File: config.mk
export PLATFORM = sky130hd
export DESIGN_NAME = fpa_queue
export DESIGN_NICKNAME = d
export VERILOG_FILES = /design/src/sv/fpa_pkg.sv /design/src/sv/fpa_queue.sv
export SDC_FILE = /design/constraint.sdc
export NUM_CORES = 1
export LEC_CHECK = 0
export ABC_AREA = 1
export BUFFER_PORTS_ARGS = -buffer_cell sky130_fd_sc_hd__buf_2
export CORE_UTILIZATION = 45
export CTS_CLUSTER_SIZE = 30
export DETAILED_ROUTE_END_ITERATION = 7
export GPL_ROUTABILITY_DRIVEN = 0
export PLACE_DENSITY = 0.8
export SLEW_MARGIN = 40
export SYNTH_ARGS = -nofsm -noshare
export SYNTH_HDL_FRONTEND = slang
export SYNTH_SLANG_ARGS = --single-unit
File: constraint.sdc
create_clock -name clk -period 18.4 [get_ports clk]
set_input_delay 0.92 -clock clk [delete_from_list [all_inputs] [get_ports clk]]
set_output_delay 0.92 -clock clk [all_outputs]
set_load 0.02 [all_outputs]
File: src/sv/fpa_pkg.sv
`timescale 1ns / 1ps
`default_nettype none
package fpa_pkg;

    localparam int FRACTION_BITS = 14;
    localparam int DW = 32 + FRACTION_BITS;

    typedef enum logic [3:0] {
        OP_FROM_INT = 4'd0,
        OP_TRUNC    = 4'd1,
        OP_ROUND    = 4'd2,
        OP_ADD      = 4'd3,
        OP_SUB      = 4'd4,
        OP_ADD_INT  = 4'd5,
        OP_SUB_INT  = 4'd6,
        OP_MUL      = 4'd7,
        OP_MUL_INT  = 4'd8,
        OP_DIV      = 4'd9,
        OP_DIV_INT  = 4'd10
    } func_t;

    typedef enum logic [1:0] {
        K_PASS = 2'd0,
        K_MUL  = 2'd1,
        K_MULI = 2'd2,
        K_DIV  = 2'd3
    } kind_t;

    typedef struct packed {
        kind_t          kind;
        logic           dz;
        logic           neg;
        logic [31:0]    res;
        logic [31:0]    a;
        logic [31:0]    b;
        logic [DW-1:0]  dividend;
        logic [31:0]    divisor;
    } item_t;

endpackage
`default_nettype wire

File: src/sv/fpa_queue.sv
`timescale 1ns / 1ps
`default_nettype none
module fpa_queue (
    input  wire logic          clk,
    input  wire logic          rst_n,
    input  wire logic          wr,
    input  wire fpa_pkg::item_t wdata,
    output      logic          q_full,
    output      logic          q_empty,
    input  wire logic          rd,
    output      fpa_pkg::item_t rdata
);
    import fpa_pkg::*;

    item_t       mem_reg [2];
    logic        wp_reg;
    logic        rp_reg;
    logic [1:0]  cnt_reg;
    logic        do_wr;
    logic        do_rd;

    assign q_full  = (cnt_reg == 2'd2);
    assign q_empty = (cnt_reg == 2'd0);
    assign do_wr   = wr && !q_full;
    assign do_rd   = rd && !q_empty;
    assign rdata   = mem_reg[rp_reg];

    always_ff @(posedge clk)
    begin
        if (do_wr)
        begin
            mem_reg[wp_reg] <= wdata;
        end
    end

    always_ff @(posedge clk or negedge rst_n)
    begin
        if (!rst_n)
        begin
            wp_reg  <= 1'b0;
            rp_reg  <= 1'b0;
            cnt_reg <= 2'd0;
        end
        else
        begin
            if (do_wr) wp_reg <= ~wp_reg;
            if (do_rd) rp_reg <= ~rp_reg;
            cnt_reg <= cnt_reg + {1'b0, do_wr} - {1'b0, do_rd};
        end
    end

endmodule
`default_nettype wire

Word-level counts from Yosys, hierarchy flattened
Memories as Yosys holds them, arrays and structs flattened.
Index checks and enable logic that the tools add are counted.
{"block": "totals", "ff_bits": 4, "ram_bits": 356, "inputBits": 182, "out_inout_bits": 180, "elab_cells": 16, "memories": 1}
{"memory": "mem_reg", "words": 2, "width": 178, "read_ports": 1, "rd_ports_with_merged_regs": 0, "wr": 1, "line": "fpa_queue.sv:15", "source": "item_t mem_reg [2];"}
{"block": "op_classes", "addsub": 2, "eq_ne": 1, "mux": 2, "bitwise_logic": 2, "n_reduce_logical": 5}
{"cell": "2-bit by 1-bit adder with 2-bit output", "count": 1}
{"cell": "2-bit == test, second input constant", "count": 1}
{"cell": "1-bit logical AND", "count": 2}
{"cell": "1-bit logical NOT", "count": 2}
{"cell": "2-bit logical NOT", "count": 1}
{"cell": "1-bit two-way mux", "count": 2}
{"cell": "1-bit NOT", "count": 2}
{"cell": "2-bit by 1-bit subtractor with 2-bit output", "count": 1}

Logic depth before layout (Yosys ltp)
{"block": "depth", "word_depth": 5, "ltp_mapped": 10}

Worst setup path before layout
OpenSTA, ideal clock, no wires.
{"block": "synth_path", "kind": "in2reg", "from": "in wr", "to": "mem mem_reg[1][0] in the netlist's numbering (enable)", "t_arrival_ns": 8.387, "required_time_ns": 17.682, "slack_ns": 9.295, "cell_stages": 2, "path_cell_list": "nand2_1 > nor2_1"}
{"block": "synth_via", "elab_chain_cells": 3}
{"element": "from (decl)", "line": "fpa_queue.sv:6", "source": "input wire logic wr,"}
{"element": "1-bit logical AND", "line": "fpa_queue.sv:24", "source": "assign do_wr = wr && !q_full;"}
{"element": "1-bit two-way mux", "line": "fpa_queue.sv:30", "source": "if (do_wr)"}
{"element": "1-bit two-way mux (implied by the code)", "line": "fpa_queue.sv:32", "source": "mem_reg[wp_reg] <= wdata;"}
{"element": "to (decl)", "line": "fpa_queue.sv:15"}
No other way between the ends.

==> results.ini <==
[logic_synthesis]
synth_seq_cells = 360
netlist_instances = 963
syn_nets = 1147
synth_seq_area_share_pct = 81.7
synth_edf_count = 356
synth_commonest_cells = 547 x nand2_1, 356 x edfxtp_1, 21 x buf_2
netlist_area_um2 = 13200
synth_async_sr_flop_share_pct = 1.11
syn_avg_cell_area_um2 = 13.7
synth_ff_type = edfxtp_1
yosys-top-cells-area = edfxtp_1 81%, nand2_1 16%, buf_6 1.0%
synth_top_area_cell = edfxtp_1
yosys_warnings = 0
synthDistinctLibCells = 12
synth_top_area_share_pct = 80.9
synth.most_common_cell = nand2_1

[hold_path]
hp-class = input pin to async pin

[placed_design]
io_buffer_count = 361
dp_hpwl_mm = 18.5
dpl.cell_count = 1677
dp_slack_ns = 15.09
post_dp_cell_area_um2 = 15300

[layout]
design_area_um2 = 16400
area_delta_synth_final_pct = 24.2
nNetsFinal = 1516
finalNonFillerCells = 1741
drive_gt1_share_pct = 30.8
largest_reg_flops = 356
register_area_um2 = 10800
fill_cells = 2239
multi_input_area_um2 = 2100

[worst_setup_path]
critPathBufInv = 3
regToRegStartpoint = cnt_reg[1]$_DFF_PN0_
critPathTopFamily = buffers and inverters
slowest_stage = dfrtp_4
worstPathArrival_ns = 2.92
cp-start-kind = flip-flop
endpoint_kind = output pin
worst-r2r-cell-count = 5
required_ns = 17.48
crit_top_cell = nand2_1
r2r_slack_ns = 15.81
r2r-end = mem_reg[1][151]$_DFFE_PP_
max_stage_delay_ns = 0.66
crit_type = flip-flop to output pin
worstPathCellList = inv_6, buf_6, nand2_1, nand2_1, buf_2
crit_fanout = 94

[floorplan]
initial_core_util_pct = 45.9
num_rows = 62
dieWidth_um = 173
die_area_um2 = 30100
ioPinCount = 362
core-area_um2 = 28800
die_h_um = 173

[sta]
slew_headroom_pct = 48.2
setup_viol = 0
final-hold-violation-count = 0
skew_ns = 0.0197
fmax_mhz = 261
fin_crit_sh_pct = 20.9
grt_setup_unrepaired = no
tns_ns = 0
tightest_slew_ns = 0.778
min_period_ns = 3.84
report.final.slew_viol_count = 0
worst_slack_ns = 14.56

[pwr]
p_leak_uw = 0.00708
swShare_pct = 37.2
power_frac_clock_pct = 23.9
pwr-share-seq_pct = 41.5
ir_drop_mv = 0.135
power_density_nw_per_um2 = 172
total_power_uw = 2820
combPwrFrac_pct = 34.5
p_int_uw = 1770
p_sw_uw = 1050

[cts]
path_clk_slew_ns = 0.06
cts_root_buf = clkbuf_16
postCtsHoldBufs = 0
clock_path_buffers = 3
post_cts_resized = 0
clock_sinks = 360
cts_setup_buffers = 0
insertion_delay_ns = 0.50
numCtsBuffers = 36
htreeDepth = 2
cts_tree = built

[route]
antenna_left = 0
num_vias = 8405
wl_mm = 28.2
drc_errors = 0
wl_per_cell_um = 16.2
vias_per_cell = 4.83
first_pass_iters = 7
drt_iter0_markers = 639

[global_routing]
grt_start_max_net_pins = 95
grt_pass1_vias = 8367
antenna_found_initial = 5
grt-ovfl-total = 0
grt_usage_pct = 18.5
grt_first_pass_wirelength_mm = 43.4

[job]
drv_cap = 0

[run_status]
status = completed

stage by stage:
stage	hold slack, ns	utilization (%)
floorplan	0.442	-
global placement	0.458	53.2
detailed placement	0.495	53.2
CTS	0.189	56.9
global route	0.205	57.0
finish	0.214	57.0
power by group through the flow:
stage | logic [uW] | clock network, uW | registers (uW)
2_1_floorplan | 666 | 0 | 1210
3_3_place_gp | 961 | 0 | 1180
3_5_place_dp | 974 | 0 | 1190
4_1_cts | 981 | 692 | 1170
5_1_grt | 1060 | 720 | 1190
6_report | 975 | 676 | 1170
worst max-delay path by stage:
| stage | depth (start not counted) | start | to |
|---|---|---|---|
| after floorplan | 2 | wr | mem_reg[1][0]$_DFFE_PP_ |
| after global placement | 5 | rp_reg$_DFFE_PN0P_ | rdata[50] |
| after detailed placement | 5 | rp_reg$_DFFE_PN0P_ | rdata[43] |
| after CTS | 5 | rp_reg$_DFFE_PN0P_ | rdata[65] |
| after global routing | 5 | rp_reg$_DFFE_PN0P_ | rdata[65] |
| final | 5 | rp_reg$_DFFE_PN0P_ | rdata[75] |
placed cells by master, fill, tap and decap left out:
cell type and instances:
clkbuf_16 37, clkinv_4 1, bufinv_16 2, nor2_4 1, buf_12 1, clkinv_1 7
nand2_1 547, clkinv_2 4, inv_1 9, edfxtp_1 356, buf_6 4, ha_1 2
diode_2 2, dfrtp_1 3, inv_6 2, buf_4 4, clkbuf_1 10, dfrtp_4 1
nand3_1 3, buf_2 361
logic make-up (layout without fill, tap and decap cells):
group         after synthesis  count (layout)  share of synthesized area (%)
fa+ha+maj                   2               2                          0.189
buf+inv                    50             442                           2.46
flops                     360             360                           81.7
other cells                 0               2                              0
simple gates              551             551                           15.7
area by class of cell:
| cell class | instances | area share, % |
|---|---|---|
| multi-input combinational | 553 | 12.8 |
| inverter | 11 | 0.313 |
| timing repair buffer | 370 | 11.6 |
| tap | 384 | 2.93 |
| sequential | 360 | 65.8 |
| clock buffer | 47 | 5.87 |
| clock inverter | 14 | 0.701 |
| antenna | 2 | 0.0305 |
worst register-to-register path: cells and delay by family, from the launching register on:
family | cells | cell delay, ns
DFF | 1 | 0.40
and+or+nand+nor | 3 | 0.53
buffers and inverters | 2 | 1.24
metal layers:
metal  vias to the layer above  GRT usage [%]  wire, um
li1                       3985              -         -
met1                      3989           22.2     10700
met2                       368           31.5     14000
met3                        59           5.96      2780
met4                         4           6.05       743
met5                         -              0        27
Power figures use the tool's default switching activity.
