--- src/sv/fpa_pkg.sv ---
`timescale 1ns / 1ps
`default_nettype none
package fpa_pkg;

    localparam int FRACTION_BITS = 14;
    localparam int DW = 32 + FRACTION_BITS;

    typedef enum logic [3:0] {
        OP_FROM_INT = 4'd0,
        OP_TRUNC    = 4'd1,
        OP_ROUND    = 4'd2,
        OP_ADD      = 4'd3,
        OP_SUB      = 4'd4,
        OP_ADD_INT  = 4'd5,
        OP_SUB_INT  = 4'd6,
        OP_MUL      = 4'd7,
        OP_MUL_INT  = 4'd8,
        OP_DIV      = 4'd9,
        OP_DIV_INT  = 4'd10
    } func_t;

    typedef enum logic [1:0] {
        K_PASS = 2'd0,
        K_MUL  = 2'd1,
        K_MULI = 2'd2,
        K_DIV  = 2'd3
    } kind_t;

    typedef struct packed {
        kind_t          kind;
        logic           dz;
        logic           neg;
        logic [31:0]    res;
        logic [31:0]    a;
        logic [31:0]    b;
        logic [DW-1:0]  dividend;
        logic [31:0]    divisor;
    } item_t;

endpackage
`default_nettype wire

--- src/sv/fpa_front.sv ---
`timescale 1ns / 1ps
`default_nettype none
module fpa_front (
    input  wire logic [3:0]   func,
    input  wire logic [31:0]  operand_a,
    input  wire logic [31:0]  operand_b,
    output fpa_pkg::item_t    item
);
    import fpa_pkg::*;

    localparam logic [33:0] TB34 = (34'd1 << FRACTION_BITS) - 34'd1;
    localparam logic [32:0] HALF = 33'd1 << (FRACTION_BITS - 1);

    logic [31:0]        mag_a;
    logic [31:0]        mag_b;
    logic signed [33:0] a34;
    logic signed [33:0] tsum;
    logic signed [33:0] tsh;
    logic [32:0]        rsum;
    logic [32:0]        rq;
    logic [31:0]        bsh;

    always_comb
    begin
        mag_a = operand_a[31] ? (32'd0 - operand_a) : operand_a;
        mag_b = operand_b[31] ? (32'd0 - operand_b) : operand_b;
        a34   = {{2{operand_a[31]}}, operand_a};
        tsum  = a34 + (operand_a[31] ? $signed(TB34) : 34'sd0);
        tsh   = tsum >>> FRACTION_BITS;
        rsum  = {1'b0, mag_a} + HALF;
        rq    = rsum >> FRACTION_BITS;
        bsh   = operand_b << FRACTION_BITS;

        item          = '0;
        item.kind     = K_PASS;
        item.a        = operand_a;
        item.b        = operand_b;
        item.neg      = operand_a[31] ^ operand_b[31];
        item.dz       = 1'b0;
        item.divisor  = mag_b;
        item.dividend = {{FRACTION_BITS{1'b0}}, mag_a};
        case (func)
            OP_FROM_INT: item.res = operand_a << FRACTION_BITS;
            OP_TRUNC:    item.res = tsh[31:0];
            OP_ROUND:    item.res = operand_a[31] ? (32'd0 - rq[31:0]) : rq[31:0];
            OP_ADD:      item.res = operand_a + operand_b;
            OP_SUB:      item.res = operand_a - operand_b;
            OP_ADD_INT:  item.res = operand_a + bsh;
            OP_SUB_INT:  item.res = operand_a - bsh;
            OP_MUL:      item.kind = K_MUL;
            OP_MUL_INT:  item.kind = K_MULI;
            OP_DIV:
            begin
                item.kind     = K_DIV;
                item.dz       = (operand_b == 32'd0);
                item.dividend = {mag_a, {FRACTION_BITS{1'b0}}};
            end
            OP_DIV_INT:
            begin
                item.kind = K_DIV;
                item.dz   = (operand_b == 32'd0);
            end
            default:     item.res = 32'd0;
        endcase
    end

endmodule
`default_nettype wire

--- config.mk ---
export PLATFORM = sky130hd
export DESIGN_NAME = fpa_front
export DESIGN_NICKNAME = d
export VERILOG_FILES = /design/src/sv/fpa_pkg.sv /design/src/sv/fpa_front.sv
export SDC_FILE = /design/constraint.sdc
export NUM_CORES = 1
export LEC_CHECK = 0
export BUFFER_PORTS_ARGS = -buffer_cell sky130_fd_sc_hd__buf_2
export CELL_PAD_IN_SITES_DETAIL_PLACEMENT = 1
export CELL_PAD_IN_SITES_GLOBAL_PLACEMENT = 1
export CORE_MARGIN = 5
export CORE_UTILIZATION = 30
export DETAILED_ROUTE_END_ITERATION = 10
export GPL_TIMING_DRIVEN = 0
export PLACE_DENSITY_LB_ADDON = 0.1
export SLEW_MARGIN = 15
export SYNTH_ARGS = -nofsm -noshare
export SYNTH_HDL_FRONTEND = slang
export SYNTH_SLANG_ARGS = --single-unit
--- constraint.sdc ---
create_clock -name vclk -period 11.3
set_input_delay 0.565 -clock vclk [all_inputs]
set_output_delay 0.565 -clock vclk [all_outputs]
set_load 0.05 [all_outputs]
# Word-level counts from Yosys, hierarchy flattened
# Index checks and enable logic that the tools add are counted.
[word_totals]
ff_bits = 0
out_inout_bits = 178
[classes]
n_addsub = 9
eq_ne = 10
mux = 8
bitwise = 1
reduce_logical = 3
[op_table]
columns = ["operator", "count"]
rows = [
  ["one-hot mux 32 bit (7 select lines)", 1],
  ["two-way mux 32 bit", 3],
  ["adder 32 bit", 2],
  ["subtractor 1 x 32 -> 32 bit (first input constant)", 2],
  ["subtractor 32 bit", 2],
  ["two-way mux 46 bit", 1],
  ["adder 32 x 14 -> 33 bit (second input constant)", 1],
  ["adder 32 x 15 -> 33 bit", 1],
  ["zero test 32 bit", 1],
  ["subtractor 1 x 19 -> 20 bit (first input constant)", 1],
  ["== test 4 x 3 -> 1 bit (second input constant)", 4],
  ["two-way mux 14 bit", 1],
  ["== test 4 bit (second input constant)", 3],
  ["== test 4 x 2 -> 1 bit (second input constant)", 2],
  ["one-hot mux 2 bit (3 select lines)", 1],
  ["== test 4 x 1 -> 1 bit (second input constant)", 1],
  ["zero test 4 bit", 1],
  ["OR reduction 2 bit", 1],
  ["two-way mux 1 bit", 1],
  ["XOR 1 bit", 1],
]

# Logic depth before layout (Yosys ltp)
[logic_depth]
depth_word = 6
ltp_mapped = 22
depth_no_buf = 21

# Worst setup path after synthesis
# Ideal clock, no wire load.
[synth_path]
kind = "in2out"
startpoint = "input operand_a[3]"
endpoint = "output item[160] (netlist name)"
arrival_ns = 5.523
t_required_ns = 10.735
setup_slack_ns = 5.212
cell_stages = 13
path_buffers = 2
cell_sequence = "buf_6 > or4_4 > or3_4 > buf_6 > o31ai_1 > xor2_1 > nor4_1 > nand3_1 > or3_1 > xor2_1 > nor4_2 > and2_1 > o311ai_0"
[synth_rtl]
columns = ["item", "line", "text"]
rows = [
  ["from (decl)", "fpa_front.sv:5", "input wire logic [31:0] operand_a,"],
  ["to (decl)", "fpa_front.sv:7", "output fpa_pkg::item_t item"],
]

==> flow_metrics.tcl <==
set metrics [dict create \
    status "complete, no violations" \
    setup_viol 0 \
    drt_iter0_drc 563 \
    final_layout_size_suffix_gt1_share_pct 25.19 \
    met3_length_um 2009 \
    die_h_um 168.8 \
    endpoint_kind "output pin" \
    io_buffers 231 \
    place_congestion 0.9291 \
    flops_and_latches 0 \
    synthCells 1118 \
    tns_ns 0 \
    layout_common_cells "buf_2, xnor2_1, nand2_1" \
    min_period_over_period_pct 60.32 \
    drt-vias-per-instance 5.442 \
    place_ws_ns 4.381 \
    die_x_um 168.8 \
    dr.pass1.iters 5 \
    synth_nets 1254 \
    start_util_pct 30.23 \
    final_nets 1488 \
    fp.dieArea_um2 28510 \
    critPathArrivalTime_ns 6.25 \
    yosysUniqueCellTypes 80 \
    syn_avg_cell_area_um2 6.770 \
    tightest_slew_ns 1.099 \
    route.met2.wl_um 17770 \
    rows 58 \
    ir_drop_mv 0.03209 \
    maxSlewHeadroom_pct 26.17 \
    cap_violations 0 \
    ctsHoldBuffers 0 \
    highest_layer "met4" \
    wl_um 36580 \
    worstPathRequired_ns 10.74 \
    clock.fmax_mhz 146.7 \
    syn_to_final_growth_pct 20.98 \
    cp-startpoint "operand_b[3]" \
    yosysWarnings 0 \
    layout_commonest_cell "buf_2" \
    cts_resized 0 \
    wl_met1_um 15810 \
    setup_ws_ns 4.483 \
    cp_max_fo 6 \
    hold_viol 0 \
    clockBufferCount 0 \
    hold_class "in2out" \
    grt_pass1_wl_um 55350 \
    seq_area_um2 0 \
    path_class "in2out" \
    antenna_found_initial 0 \
    hold_path_depth 2 \
    worstSetupStartpointType "input pin" \
    drtAntennaViolNets 0 \
    drv_slew 0 \
    routedWlPerCell_um 21.77 \
    antenna_cells 0 \
    grt_overflow_total 0 \
    ys_seq_area_share_pct 0 \
    grt_pass1_vias 9323 \
    netlist_area_um2 7569 \
    fp.coreArea_um2 25040 \
    cp-endpoint "item[173]" \
    io_pins 246 \
    dp_hpwl_um 30220 \
    grt_setup_unrepaired "false" \
    post-route-drc-count 0 \
    cts_setup_buffers 0 \
    grt_max_degree 16 \
    num_vias 9142 \
    p_leak_nw 4.249 \
    grt_usage_pct 24.47 \
    fin_crit_ns 6.817 \
    power_density_nw_per_um2 75.33 \
]
report_power, final:
| part | total, mW | switching, mW | internal [mW] |
|---|---|---|---|
| registers | 0 | 0 | 0 |
| logic | 0.690 | 0.482 | 0.208 |
| clock network | 0 | 0 | 0 |
| total | 0.690 | 0.482 | 0.208 |
critical path, cell delays in order:
cell and delay (ns):
clkbuf_1 0.18, nor4_1 0.55, nand2_1 0.14, or2_2 0.36
or3_1 0.38, or3_1 0.40, nor3_1 0.51, nand2b_1 0.19
or3_1 0.43, nand2_1 0.11, xor2_1 0.16, ha_1 0.30
a21oi_1 0.28, o2111ai_1 0.19, and3_1 0.22, o41ai_1 0.44
o21ai_0 0.21, xnor2_1 0.16, o211ai_1 0.15, buf_2 0.30
routing by layer:
layer,up-vias,global-route usage [%]
li1,4437,-
met1,4354,31.80
met2,298,44.18
met3,53,1.845
met4,0,5.293
met5,-,0
kinds of logic after synthesis:
logic type | Yosys count | share of synthesized area, %
muxes | 10 | 1.339
adders and majority gates | 68 | 11.44
buffers and inverters | 159 | 11.65
AOI/OAI and AO/OA | 285 | 26.09
xor gates and xnor gates | 199 | 23.33
and+or+nand+nor | 397 | 26.15
area by class of cell:
cell class / count / area, µm²
timing repair buffer: 232 / 1164
buffer: 130 / 773.2
multi-input combinational: 959 / 6698
fill: 3316 / 15880
inverter: 29 / 108.9
tap: 330 / 412.9
stage by stage:
step                      instances  hold slack, ns  util (%)  power (mW)  area (µm²)
after floorplan                1118           1.297         -      0.4991        7569
after global placement         1679           1.433     36.50      0.6831        9138
after detailed placement       1680           1.433     36.57      0.6888        9156
after CTS                      1680           1.434     36.57      0.6918        9156
after global routing           1680           1.436     36.57      0.7372        9156
final                          1680           1.433     36.57      0.6897        9156
worst min-delay path by stage:
stage	start	to	slack, ns
finish	operand_b[4]	item[82]	1.43
CTS	operand_b[4]	item[82]	1.43
global placement	operand_b[4]	item[82]	1.43
global route	operand_b[3]	item[81]	1.44
floorplan	operand_b[0]	item[0]	1.30
detailed placement	operand_b[17]	item[95]	1.43
cell usage after synthesis (4+ instances only):
library cell  instances  area [µm²]
xnor2_1             120        1051
nand2_1             113       424.2
nor2_1              103       386.6
xor2_1               76       665.6
ha_1                 66       825.8
buf_4                65       488.0
a21oi_1              59       295.3
o21ai_0              57       285.3
clkbuf_1             54       202.7
inv_1                29       108.9
o31ai_1              27       202.7
or3_1                24       150.1
nor3_1               23       115.1
nand3_1              21       105.1
a21o_1               20       150.1
nand2b_1             17       106.4
a222oi_1             14       140.1
and2_1               13       81.33
and3_1               12       75.07
o211ai_1             12       90.09
nor4_1               11       68.82
nor2b_1              10       62.56
or2_2                10       62.56
a22oi_1               9       67.56
a31oi_1               9       56.30
mux2i_1               9       90.09
nand4_1               9       56.30
o21a_1                9       67.56
o221ai_1              9       78.83
o41ai_1               9       78.83
a211oi_1              7       52.55
or4_1                 6       45.04
and4_1                5       43.79
a211o_1               4       35.03
buf_2                 4       20.02
buf_6                 4       45.04
o2111ai_1             4       35.03
No activity file was read; power rests on OpenSTA's default activity.
